File: config.mk
export PLATFORM = sky130hd
export DESIGN_NAME = pds_pick
export DESIGN_NICKNAME = d
export VERILOG_FILES = /design/src/pds_pkg.sv /design/src/pds_pick.sv
export SDC_FILE = /design/constraint.sdc
export NUM_CORES = 2
export LEC_CHECK = 0
export BUFFER_PORTS_ARGS = -buffer_cell sky130_fd_sc_hd__buf_2
export CAP_MARGIN = 40
export CORE_ASPECT_RATIO = 0.8
export CORE_MARGIN = 4
export CORE_UTILIZATION = 60
export DETAILED_ROUTE_END_ITERATION = 12
export PLACE_DENSITY = 0.87
export SKIP_CTS_REPAIR_TIMING = 1
export SYNTH_ARGS = -nofsm -noshare
export SYNTH_HDL_FRONTEND = slang
export SYNTH_SLANG_ARGS = --single-unit
File: constraint.sdc
create_clock -name clk -period 0.8 [get_ports clk]
set_clock_uncertainty 0.05 [all_clocks]
set_input_delay 0.12 -clock clk [delete_from_list [all_inputs] [get_ports clk]]
set_output_delay 0.12 -clock clk [all_outputs]
set_load 0.1 [all_outputs]
File: src/pds_pkg.sv
`timescale 1ns / 1ps
package pds_pkg;

	// Number of time bases and search depth of the period count
	localparam int NBASE  = 4;
	localparam int NBITS  = 8;

	// Twice the base numerator P and the base denominator Q, base 0 rightmost
	localparam logic [NBASE-1:0][26:0] BASE_P2 = {27'd250, 27'd200000, 27'd1250000, 27'd80000000};
	localparam logic [NBASE-1:0][5:0]  BASE_Q  = {6'd13, 6'd41, 6'd1, 6'd1};

	localparam logic [7:0]  N_MIN     = 8'd2;
	localparam logic [7:0]  W_MIN     = 8'd1;
	localparam logic [6:0]  PCT       = 7'd100;
	localparam logic [12:0] PCT_RECIP = 13'd5242;  // 2^19/100, rounded down

	// Request travelling down the search chain
	typedef struct packed {
		logic                         nz;
		logic [7:0]                   duty;
		logic [NBASE-1:0][31:0]       qf;
		logic [NBASE-1:0][7:0]        n;
	} srch_t;

	// Request travelling down the selection chain
	typedef struct packed {
		logic                         nz;
		logic [7:0]                   duty;
		logic [NBASE-1:0][39:0]       err_num;
		logic [NBASE-1:0][13:0]       err_den;
		logic [NBASE-1:0][7:0]        n;
		logic [39:0]                  best_num;
		logic [13:0]                  best_den;
		logic [7:0]                   best_n;
		logic [1:0]                   best_tb;
	} score_t;

endpackage

File: src/pds_pick.sv
`timescale 1ns / 1ps
module pds_pick #(
	parameter int IDX = 1
) (
	input  logic            clk,
	input  logic            arst_n,
	input  logic            vld_in,
	input  pds_pkg::score_t d,
	output logic            vld_out,
	output pds_pkg::score_t q
);

	logic            vld_q;
	pds_pkg::score_t data_q;
	pds_pkg::score_t nxt;
	logic [53:0]     lhs;
	logic [53:0]     rhs;

	// Take this base only on a strictly smaller error
	always_comb begin
		nxt = d;
		lhs = {14'd0, d.err_num[IDX]} * {40'd0, d.best_den};
		rhs = {14'd0, d.best_num} * {40'd0, d.err_den[IDX]};
		if (lhs < rhs) begin
			nxt.best_num = d.err_num[IDX];
			nxt.best_den = d.err_den[IDX];
			nxt.best_n   = d.n[IDX];
			nxt.best_tb  = 2'(IDX);
		end
	end

	// Advance the request
	always_ff @(posedge clk or negedge arst_n) begin
		if (!arst_n) begin
			vld_q <= 1'b0;
		end else begin
			vld_q <= vld_in;
		end
	end

	always_ff @(posedge clk) begin
		data_q <= nxt;
	end

	assign vld_out = vld_q;
	assign q       = data_q;

endmodule

==> results of run 1 <==
cells in the mapped netlist, types with 8 or more instances:
library cell  number  share of area [%]
o21bai_1          24               0.42
o211ai_1           8               0.14
and2_1           400                5.8
a211oi_1          10               0.17
nand4_1           39               0.57
o21ai_0           64               0.75
nor2b_1           19               0.28
mux2_1            58                1.5
fa_1             906                 42
and3_1             9               0.13
xor2_1            34               0.69
clkbuf_1         222                1.9
xnor2_1           70                1.4
a21oi_1          135                1.6
nand2b_1          13               0.19
nor2_1            55               0.48
inv_1            881                7.7
ha_1             289                8.4
nand2_1          805                7.0
a21o_1            53               0.93
o21a_1            12               0.21
nor3_1            11               0.13
nand3_1           17               0.20
dfxtp_1          321                 15
per-stage QoR:
| stage | instance area, µm² | setup slack (ns) |
|---|---|---|
| after detailed placement | 56600 | -7.67 |
| after floorplan | 43700 | -6.56 |
| after global placement | 56600 | -7.23 |
| after CTS | 57800 | -7.14 |
layer usage:
layer,overflow,track usage [%]
met1,2,64.3
met2,47,82.3
met3,4,52.9
met4,60,61.2
met5,0,26.1
cell families after synthesis:
logic type,share of synthesized area [%]
compound gates,5.63
xor+xnor,2.12
fa+ha+maj,50.6
buf+inv,9.77
flops,15.0
mux,1.63
simple gates,15.2
==> impl_metrics.json, run 1 <==
{
  "start_util_pct": 60.7,
  "synth_cell_type_count": 77,
  "synth_nets": 6073,
  "cts_buffers": 34,
  "die_w_um": 307,
  "numPortBuffers": 645,
  "syn_area_um2": 43000,
  "htreeDepth": 2,
  "cts.sinks": 322,
  "haltStage": "global routing",
  "grt_max_degree": 45,
  "synth-edff-count": 0,
  "ys_warn_count": 0,
  "postGrtWorstEndpoint": "q[51]$_DFF_P_/D",
  "synth-seq-area-share_pct": 15.0,
  "cts_buffer_depth": 3,
  "synthArstFlopShare_pct": 0.311,
  "cts_root_buf": "clkbuf_16",
  "fp.dieH_um": 247,
  "place_inst": 6524,
  "error_line": "[ERROR GRT-0232] Routing congestion too high. Check the congestion heatmap in the GUI.",
  "ys.flop_type": "dfxtp_1",
  "ys_seq_elements": 322,
  "track_usage_pct": 65.4,
  "grt_overflow": 113,
  "hpwl_um": 137000,
  "syn_inst": 4554,
  "worst-ep-kind": "register data pin",
  "avgSynthCellArea_um2": 9.43,
  "gp_congestion": 0.998,
  "outcome": "stopped before the end",
  "boundaryPins": 646,
  "placementRows": 87
}
==> run 2: changes to the inputs <==
Settings changed: CORE_ASPECT_RATIO 0.8 to unset, CORE_UTILIZATION 60 to 40, PLACE_DENSITY 0.87 to unset, PLACE_DENSITY_LB_ADDON set to 0.15.
==> run 2 against run 1 <==
Effect of this change:
- the flow now finishes, with violations (negative hold slack, negative setup slack)
- area after synthesis stayed put
- synthesized cell count stayed put
==> impl_metrics.json, run 2 <==
{
  "drive_gt1_share_pct": 30.9,
  "grt_overflow": 0,
  "largest_reg_flops": 321,
  "ant_nets": 0,
  "start_kind": "input port",
  "maxCapViolCount": 0,
  "cts.sinks": 322,
  "slowest_stage": "fa_1",
  "boundaryPins": 646,
  "grt_pass1_wl_um": 218000,
  "hold_viol": 9,
  "hpwl_um": 122000,
  "nets": 7496,
  "cp.arrival_ns": 8.01,
  "setup_ws_ns": -6.78,
  "num_vias": 36000,
  "die_w_um": 336,
  "core-area_um2": 106000,
  "crit_path_frequent_cell": "fa_1",
  "numPortBuffers": 645,
  "die_area_um2": 113000,
  "fillers": 9102,
  "fin_crit_ns": 7.58,
  "avgSynthCellArea_um2": 9.43,
  "period_share_pct": 948,
  "synth_cell_type_count": 77,
  "viasPerCell": 4.86,
  "start_util_pct": 40.5,
  "track_usage_pct": 25.1,
  "worstPathRequired_ns": 1.23,
  "firstDrtPassIters": 5,
  "cts_root_buf": "clkbuf_16",
  "ys.flop_type": "dfxtp_1",
  "gp_congestion": 0.884,
  "synth_top_area_cell": "fa_1",
  "rsz0062_at_grt": "true",
  "drv_slew": 0,
  "holdPathEnd": "q[34]$_DFF_P_",
  "syn_to_final_growth_pct": 46.0,
  "violations": "negative hold slack, negative setup slack",
  "final_common_cell": "fa_1",
  "clkTransAtPathRegs_ns": 0.06,
  "place_inst": 7027,
  "fp.dieH_um": 336,
  "stdcell_count": 7405,
  "drtIter0Drc": 1910,
  "post-route-drc-count": 0,
  "syn_area_um2": 43000,
  "syn_inst": 4554,
  "placed_area_um2": 57700,
  "hp-start": "d[34]",
  "crit_path_max_incr_delay_ns": 0.55,
  "cts_buffer_depth": 3,
  "ys_seq_elements": 322,
  "drt_wl_total_um": 147000,
  "synthTopCellsByCount": "906 x fa_1, 881 x inv_1, 805 x nand2_1",
  "holdPathStages": 3,
  "crit_type": "in2reg",
  "cts_buffers": 38,
  "relSlewSlack_pct": 62.7,
  "ys_warn_count": 0,
  "synth-seq-area-share_pct": 15.0,
  "final_cell_mix": "900 x fa_1, 877 x inv_1, 803 x nand2_1",
  "htreeDepth": 2,
  "preCtsSetupSlack_ns": -7.50,
  "synthArstFlopShare_pct": 0.311,
  "cp_max_fo": 12,
  "wl_per_cell_um": 19.8,
  "hold_path_class": "in2reg",
  "whs_ns": -0.0504,
  "synthMostInstantiatedCell": "fa_1",
  "synth_nets": 6073,
  "yosys.area.top_type_share_pct": 42.2,
  "antenna_found_initial": 12,
  "grt_pass1_vias": 37700,
  "outcome": "complete, but fails checks",
  "worst_pin_slew_ns": 0.559,
  "synthTopCellsByArea": "fa_1 42%, dfxtp_1 15%, ha_1 8.4%",
  "tritoncts": "yes",
  "synth-edff-count": 0,
  "critPathCaptureType": "flop",
  "max_freq_mhz": 132,
  "grt_max_degree": 30,
  "placementRows": 119,
  "setup_viol": 394,
  "design_area_um2": 62700
}
run 2: cell counts after synthesis:
Identical to the previous run, type by type.
run 2: stage by stage:
| stage | TNS [ns] | utilization (%) |
|---|---|---|
| 6_report | -583.79 | 59.1 |
| 5_1_grt | -613.67 | 59.1 |
| 4_1_cts | -606.28 | 55.6 |
| 3_5_place_dp | -474.51 | 54.4 |
| 3_3_place_gp | -471.12 | 54.4 |
| 2_1_floorplan | -432.66 | - |
run 2: area by class of cell:
type | instances | area (µm²) | area share, %
antenna | 8 | 20.0 | 0.0319
tap | 1391 | 1740 | 2.78
clock inverter | 17 | 248 | 0.395
sequential | 322 | 6910 | 11.0
multi-input combinational | 3121 | 32800 | 52.3
timing repair buffer | 1613 | 16600 | 26.5
inverter | 881 | 3310 | 5.27
clock buffer | 52 | 1070 | 1.71
run 2: metal layers:
metal  wire, µm  global-route usage (%)
met1      58400                    31.0
met2      74100                    44.3
met3       8750                    4.51
met4       5570                    8.59
met5         25                       0
run 2: critical path, delay by kind of cell:
family                     cells  cell delay, ns
adders and majority gates      8            3.49
buffers and inverters         10            1.18
muxes                          1            0.31
AOI/OAI and AO/OA             13            2.39
xor gates and xnor gates       1            0.21
and+or+nand+nor                2            0.27
run 2: kinds of logic after synthesis:
family	count (synthesis)	synth area share [%]
simple gates	1388	15.2
xor+xnor	104	2.12
fa+ha+maj	1195	50.6
compound gates	372	5.63
buf+inv	1111	9.77
mux	62	1.63
flops	322	15.0
run 2: worst max-delay path by stage:
stage / from / end / slack, ns / cells past startpoint
global route: d[114] / q[28]$_DFF_P_ / -7.05 / 38
global placement: d[12] / q[27]$_DFF_P_ / -7.41 / 33
CTS: d[13] / q[26]$_DFF_P_ / -6.88 / 33
floorplan: d[26] / q[10]$_DFF_P_ / -6.56 / 34
detailed placement: d[16] / q[26]$_DFF_P_ / -7.50 / 34
finish: d[114] / q[28]$_DFF_P_ / -6.78 / 35
Power of run 2 is left out: the tool's default activity adds up to more than one toggle a clock period on the data nets, which glitch-free logic cannot reach.
