$ cat src/pds_pkg.sv
`timescale 1ns / 1ps
package pds_pkg;

	// Number of time bases and search depth of the period count
	localparam int NBASE  = 4;
	localparam int NBITS  = 8;

	// Twice the base numerator P and the base denominator Q, base 0 rightmost
	localparam logic [NBASE-1:0][26:0] BASE_P2 = {27'd250, 27'd200000, 27'd1250000, 27'd80000000};
	localparam logic [NBASE-1:0][5:0]  BASE_Q  = {6'd13, 6'd41, 6'd1, 6'd1};

	localparam logic [7:0]  N_MIN     = 8'd2;
	localparam logic [7:0]  W_MIN     = 8'd1;
	localparam logic [6:0]  PCT       = 7'd100;
	localparam logic [12:0] PCT_RECIP = 13'd5242;  // 2^19/100, rounded down

	// Request travelling down the search chain
	typedef struct packed {
		logic                         nz;
		logic [7:0]                   duty;
		logic [NBASE-1:0][31:0]       qf;
		logic [NBASE-1:0][7:0]        n;
	} srch_t;

	// Request travelling down the selection chain
	typedef struct packed {
		logic                         nz;
		logic [7:0]                   duty;
		logic [NBASE-1:0][39:0]       err_num;
		logic [NBASE-1:0][13:0]       err_den;
		logic [NBASE-1:0][7:0]        n;
		logic [39:0]                  best_num;
		logic [13:0]                  best_den;
		logic [7:0]                   best_n;
		logic [1:0]                   best_tb;
	} score_t;

endpackage

$ cat src/pds_cell.sv
`timescale 1ns / 1ps
module pds_cell #(
	parameter int BIT = 7
) (
	input  logic          clk,
	input  logic          arst_n,
	input  logic          vld_in,
	input  pds_pkg::srch_t d,
	output logic          vld_out,
	output pds_pkg::srch_t q
);

	logic           vld_q;
	pds_pkg::srch_t data_q;
	pds_pkg::srch_t nxt;
	logic [7:0]     t   [pds_pkg::NBASE];
	logic [8:0]     odd [pds_pkg::NBASE];
	logic [40:0]    prod[pds_pkg::NBASE];

	// Try this bit of each period count: keep it while 2P >= (2t-1)*Q*f
	always_comb begin
		nxt = d;
		for (int i = 0; i < pds_pkg::NBASE; i++) begin
			t[i]    = d.n[i] | (8'd1 << BIT);
			odd[i]  = {t[i], 1'b0} - 9'd1;
			prod[i] = {32'd0, odd[i]} * {9'd0, d.qf[i]};
			if ({14'd0, pds_pkg::BASE_P2[i]} >= prod[i]) begin
				nxt.n[i] = t[i];
			end
		end
	end

	// Advance the request
	always_ff @(posedge clk or negedge arst_n) begin
		if (!arst_n) begin
			vld_q <= 1'b0;
		end else begin
			vld_q <= vld_in;
		end
	end

	always_ff @(posedge clk) begin
		data_q <= nxt;
	end

	assign vld_out = vld_q;
	assign q       = data_q;

endmodule

$ cat config.mk
export PLATFORM = sky130hd
export DESIGN_NAME = pds_cell
export DESIGN_NICKNAME = d
export VERILOG_FILES = /design/src/pds_pkg.sv /design/src/pds_cell.sv
export SDC_FILE = /design/constraint.sdc
export NUM_CORES = 2
export LEC_CHECK = 0
export BUFFER_PORTS_ARGS = -buffer_cell sky130_fd_sc_hd__buf_2
export CAP_MARGIN = 20
export CELL_PAD_IN_SITES_DETAIL_PLACEMENT = 1
export CELL_PAD_IN_SITES_GLOBAL_PLACEMENT = 1
export CORE_UTILIZATION = 52
export DETAILED_ROUTE_END_ITERATION = 6
export PLACE_DENSITY = 0.87
export SLEW_MARGIN = 20
export SYNTH_ARGS = -nofsm -noshare
export SYNTH_HDL_FRONTEND = slang
export SYNTH_SLANG_ARGS = --single-unit
export TNS_END_PERCENT = 30
$ cat constraint.sdc
create_clock -name clk -period 1.7 [get_ports clk]
set_clock_uncertainty 0.2 [all_clocks]
set_input_delay 0.255 -clock clk [delete_from_list [all_inputs] [get_ports clk]]
set_output_delay 0.255 -clock clk [all_outputs]
set_load 0.005 [all_outputs]
==> results of run 1 <==
-- cells in the mapped netlist, types with 6 or more instances --
master	number	area share, %
inv_1	866	8.3
fa_1	844	43
nor2_1	532	5.1
nand2_1	337	3.2
ha_1	248	7.9
and2_1	201	3.2
a21oi_1	193	2.5
dfxtp_1	169	8.7
nand2b_1	140	2.2
clkbuf_1	131	1.3
o21ai_0	80	1.0
xnor2_1	65	1.5
a21o_1	55	1.1
xor2_1	55	1.2
nand3_1	47	0.60
nor3_1	46	0.59
nand4_1	29	0.46
a211oi_1	27	0.52
a31oi_1	27	0.43
o21a_1	26	0.50
nor2b_1	25	0.40
o21bai_1	19	0.36
o211ai_1	17	0.33
a2111oi_0	14	0.31
a211o_1	13	0.29
and3_1	13	0.21
o21ai_1	13	0.17
o2111ai_1	12	0.27
nor4_1	11	0.18
mux2i_1	9	0.23
nand3b_1	8	0.15
o31ai_1	8	0.15
or3_1	7	0.11
nor3b_1	6	0.12
o22ai_1	6	0.096
-- cell families after synthesis --
logic type / Yosys count / share of synthesized area [%]
AOI/OAI and AO/OA: 596 / 10.1
muxes: 10 / 0.259
adders and majority gates: 1092 / 51.1
buffers and inverters: 1014 / 9.89
xor gates and xnor gates: 120 / 2.69
and+or+nand+nor: 1428 / 17.2
DFF: 170 / 8.72
-- stage by stage --
step                      instances  cell area, um2  util [%]  setup WS [ns]
after detailed placement       6537           49300      66.2          -5.49
after global placement         6537           49300      66.2          -4.96
after floorplan                4430           39500         -          -4.45
==> results_dict.tcl, run 1 <==
set metrics [dict create \
    ioPinCount 342 \
    synth_ff_type "dfxtp_1" \
    ys_seq_area_share_pct 8.72 \
    ys_types 90 \
    synth_edf_count 0 \
    cts.sinks 170 \
    hpwl_um 152000 \
    yosysWarningCount 0 \
    failing_step "clock tree synthesis" \
    start_util_pct 52.5 \
    clockBufferDepth 2 \
    place_congestion 0.950 \
    syn-num-nets 5694 \
    cts.repair.resized 245 \
    die_x_um 276 \
    firstError "[ERROR DPL-0033] detailed placement checks failed during check placement." \
    ys_seq_elements 170 \
    syn_avg_cell_area_um2 8.83 \
    run_status "aborted with a tool error" \
    postCtsSetupBuffers 38 \
    netlist_instances 4430 \
    cts.root.buffer_cell "clkbuf_16" \
    async_reset_ff_share_pct 0.588 \
    postCtsHoldBufs 172 \
    num_rows 100 \
    cts_buffers 17 \
    syn_area_um2 39100 \
    htreeDepth 4 \
    die_h_um 276 \
    io_buffers 341 \
]
==> run 2: changes to the inputs <==
Settings changed: CELL_PAD_IN_SITES_DETAIL_PLACEMENT 1 to default, CELL_PAD_IN_SITES_GLOBAL_PLACEMENT 1 to default, CORE_UTILIZATION 52 to 40, PLACE_DENSITY 0.87 to default, PLACE_DENSITY_LB_ADDON from default to 0.15.
==> run 2 against run 1 <==
The flow now finishes, with violations (negative setup slack). Synthesized cell count unchanged. Synthesized area did not move.
==> results_dict.tcl, run 2 <==
set metrics [dict create \
    tightest_slew_ns 0.523 \
    dieArea_um2 99000 \
    setup.worst_path.end_class "flip-flop" \
    hold_class "input port to flip-flop" \
    syn_avg_cell_area_um2 8.83 \
    num_rows 114 \
    drtAntennaViolNets 0 \
    syn_area_um2 39100 \
    period_minus_slack_ns 6.09 \
    ioPinCount 342 \
    async_reset_ff_share_pct 0.588 \
    clkSlewWorstSetupHoldPaths_ns 0.10 \
    start_util_pct 40.4 \
    core_um2 96700 \
    hpwl_um 101000 \
    area_growth_pct 35.2 \
    critical_path_class "input port to flip-flop" \
    synth.most_common_cell "inv_1" \
    clockBufferDepth 2 \
    synth_ff_type "dfxtp_1" \
    ys_seq_area_share_pct 8.72 \
    cts_buffers 17 \
    cts_tree "done" \
    slew_viol_final 0 \
    drt_wl_total_um 118000 \
    final_common_cell "buf_4" \
    cp.arrival_ns 6.35 \
    first_iter_violations 1801 \
    synth_area_leader_cell "fa_1" \
    io_buffers 341 \
    final_area_um2 52900 \
    yosys-top-cells-area "fa_1, dfxtp_1, inv_1" \
    synth_common_cells "inv_1, fa_1, nor2_1" \
    crit_required_ns 1.96 \
    maxCapViolCount 0 \
    viasPerCell 4.91 \
    layout_common_cells "buf_4, inv_1, fa_1" \
    die_h_um 315 \
    netlist_instances 4430 \
    slew-limit-headroom_pct 65.1 \
    dp.cells 6865 \
    ys_types 90 \
    overflow 0 \
    place_congestion 0.912 \
    route.detailed.drc 0 \
    grt_pass1_vias 37100 \
    cts.root.buffer_cell "clkbuf_16" \
    place_area_um2 49900 \
    largest_register_ffs 169 \
    crit_path_max_fanout 6 \
    ys_seq_elements 170 \
    drt_pre_antenna_iters 5 \
    finalCritPeriodShare_pct 358 \
    fin_cells 7087 \
    wl_per_cell_um 16.7 \
    max_freq_mhz 164 \
    synth.top_cell.area_share_pct 43.2 \
    synth_edf_count 0 \
    setup_ws_ns -4.39 \
    final_layout_size_suffix_gt1_share_pct 25.4 \
    syn-num-nets 5694 \
    rsz0062_at_grt "true" \
    hold_viol 0 \
    vias 34800 \
    cts.sinks 170 \
    nets 7061 \
    holdPathStages 2 \
    grt_max_degree 31 \
    start_kind "input port" \
    tns_ns -17.14 \
    setup_viol 4 \
    run_status "finished with violations" \
    die_x_um 315 \
    antenna_found_initial 2 \
    yosysWarningCount 0 \
    grt_pass1_wl_um 194000 \
    violations "negative setup slack" \
    grt_util_all_layers_pct 24.8 \
    htreeDepth 4 \
]
## run 2: cell counts after synthesis
No cell type changed its count.
## run 2: final timing paths
path	startpoint	end	slack, ns
setup / recovery	d[24]	q[31]	-4.39
hold / removal	d[161]	q[161]	0.16
max in group asynchronous	arst_n	vld_out	0.82
min in group asynchronous	arst_n	vld_out	0.38
## run 2: stage by stage
stage | hold slack, ns | setup WS [ns] | util (%)
after detailed placement | -0.168 | -5.52 | 51.6
after floorplan | -0.241 | -4.45 | -
final | 0.161 | -4.39 | 54.7
after CTS | 0.108 | -4.27 | 54.4
after global routing | 0.141 | -4.60 | 54.7
after global placement | -0.169 | -5.55 | 51.6
## run 2: layout make-up
type                            count  area, um2
Fill cell                        9036      43800
Multi-Input combinational cell   3246      32600
Timing Repair Buffer             1493      11400
Sequential cell                   170       3410
Inverter                          869       3270
Tap cell                         1276       1600
Clock buffer                       19        443
Clock inverter                     13        159
Antenna cell                        1       2.50
## run 2: logic make-up after synthesis
family	share of synthesized area, %
muxes	0.259
adders and majority gates	51.1
xor gates and xnor gates	2.69
buffers and inverters	9.89
AOI/OAI and AO/OA	10.1
DFF	8.72
and+or+nand+nor	17.2
## run 2: metal layers
layer	global-route usage [%]	vias to the layer above	share of wire [%]
met2	41.7	883	48
met3	3.01	122	4.7
met4	5.77	0	1.8
met1	34.0	17300	45
li1	-	16500	-
met5	0	-	0
## run 2: timing repair
item | in CTS | in global routing
hold buffers | 172 | 0
endpoints found under the setup margin | 5 | 4
setup buffers | 10 | 6
cloned | 0 | 1
endpoints found under the hold margin | 171 | 0
resized for setup | 52 | 36
pin swaps | 27 | 18
## run 2: worst max-delay path: stages
cell,delay (ns)
clkbuf_4,0.17
inv_4,0.06
ha_4,0.17
buf_4,0.14
nand2_2,0.10
xor2_4,0.18
buf_12,0.16
buf_12,0.12
nor2_1,0.05
fa_1,0.49
inv_1,0.06
fa_1,0.53
inv_1,0.05
fa_1,0.57
fa_1,0.47
ha_1,0.33
o21ai_2,0.07
o211ai_1,0.42
nand3_1,0.21
a211oi_2,0.32
a211o_1,0.20
nand3_4,0.07
or4_4,0.53
nor4_4,0.14
nand4_1,0.13
o41ai_2,0.34
Power of run 2 is left out: the tool's default activity adds up to more than one toggle a clock period on the data nets, which glitch-free logic cannot reach.
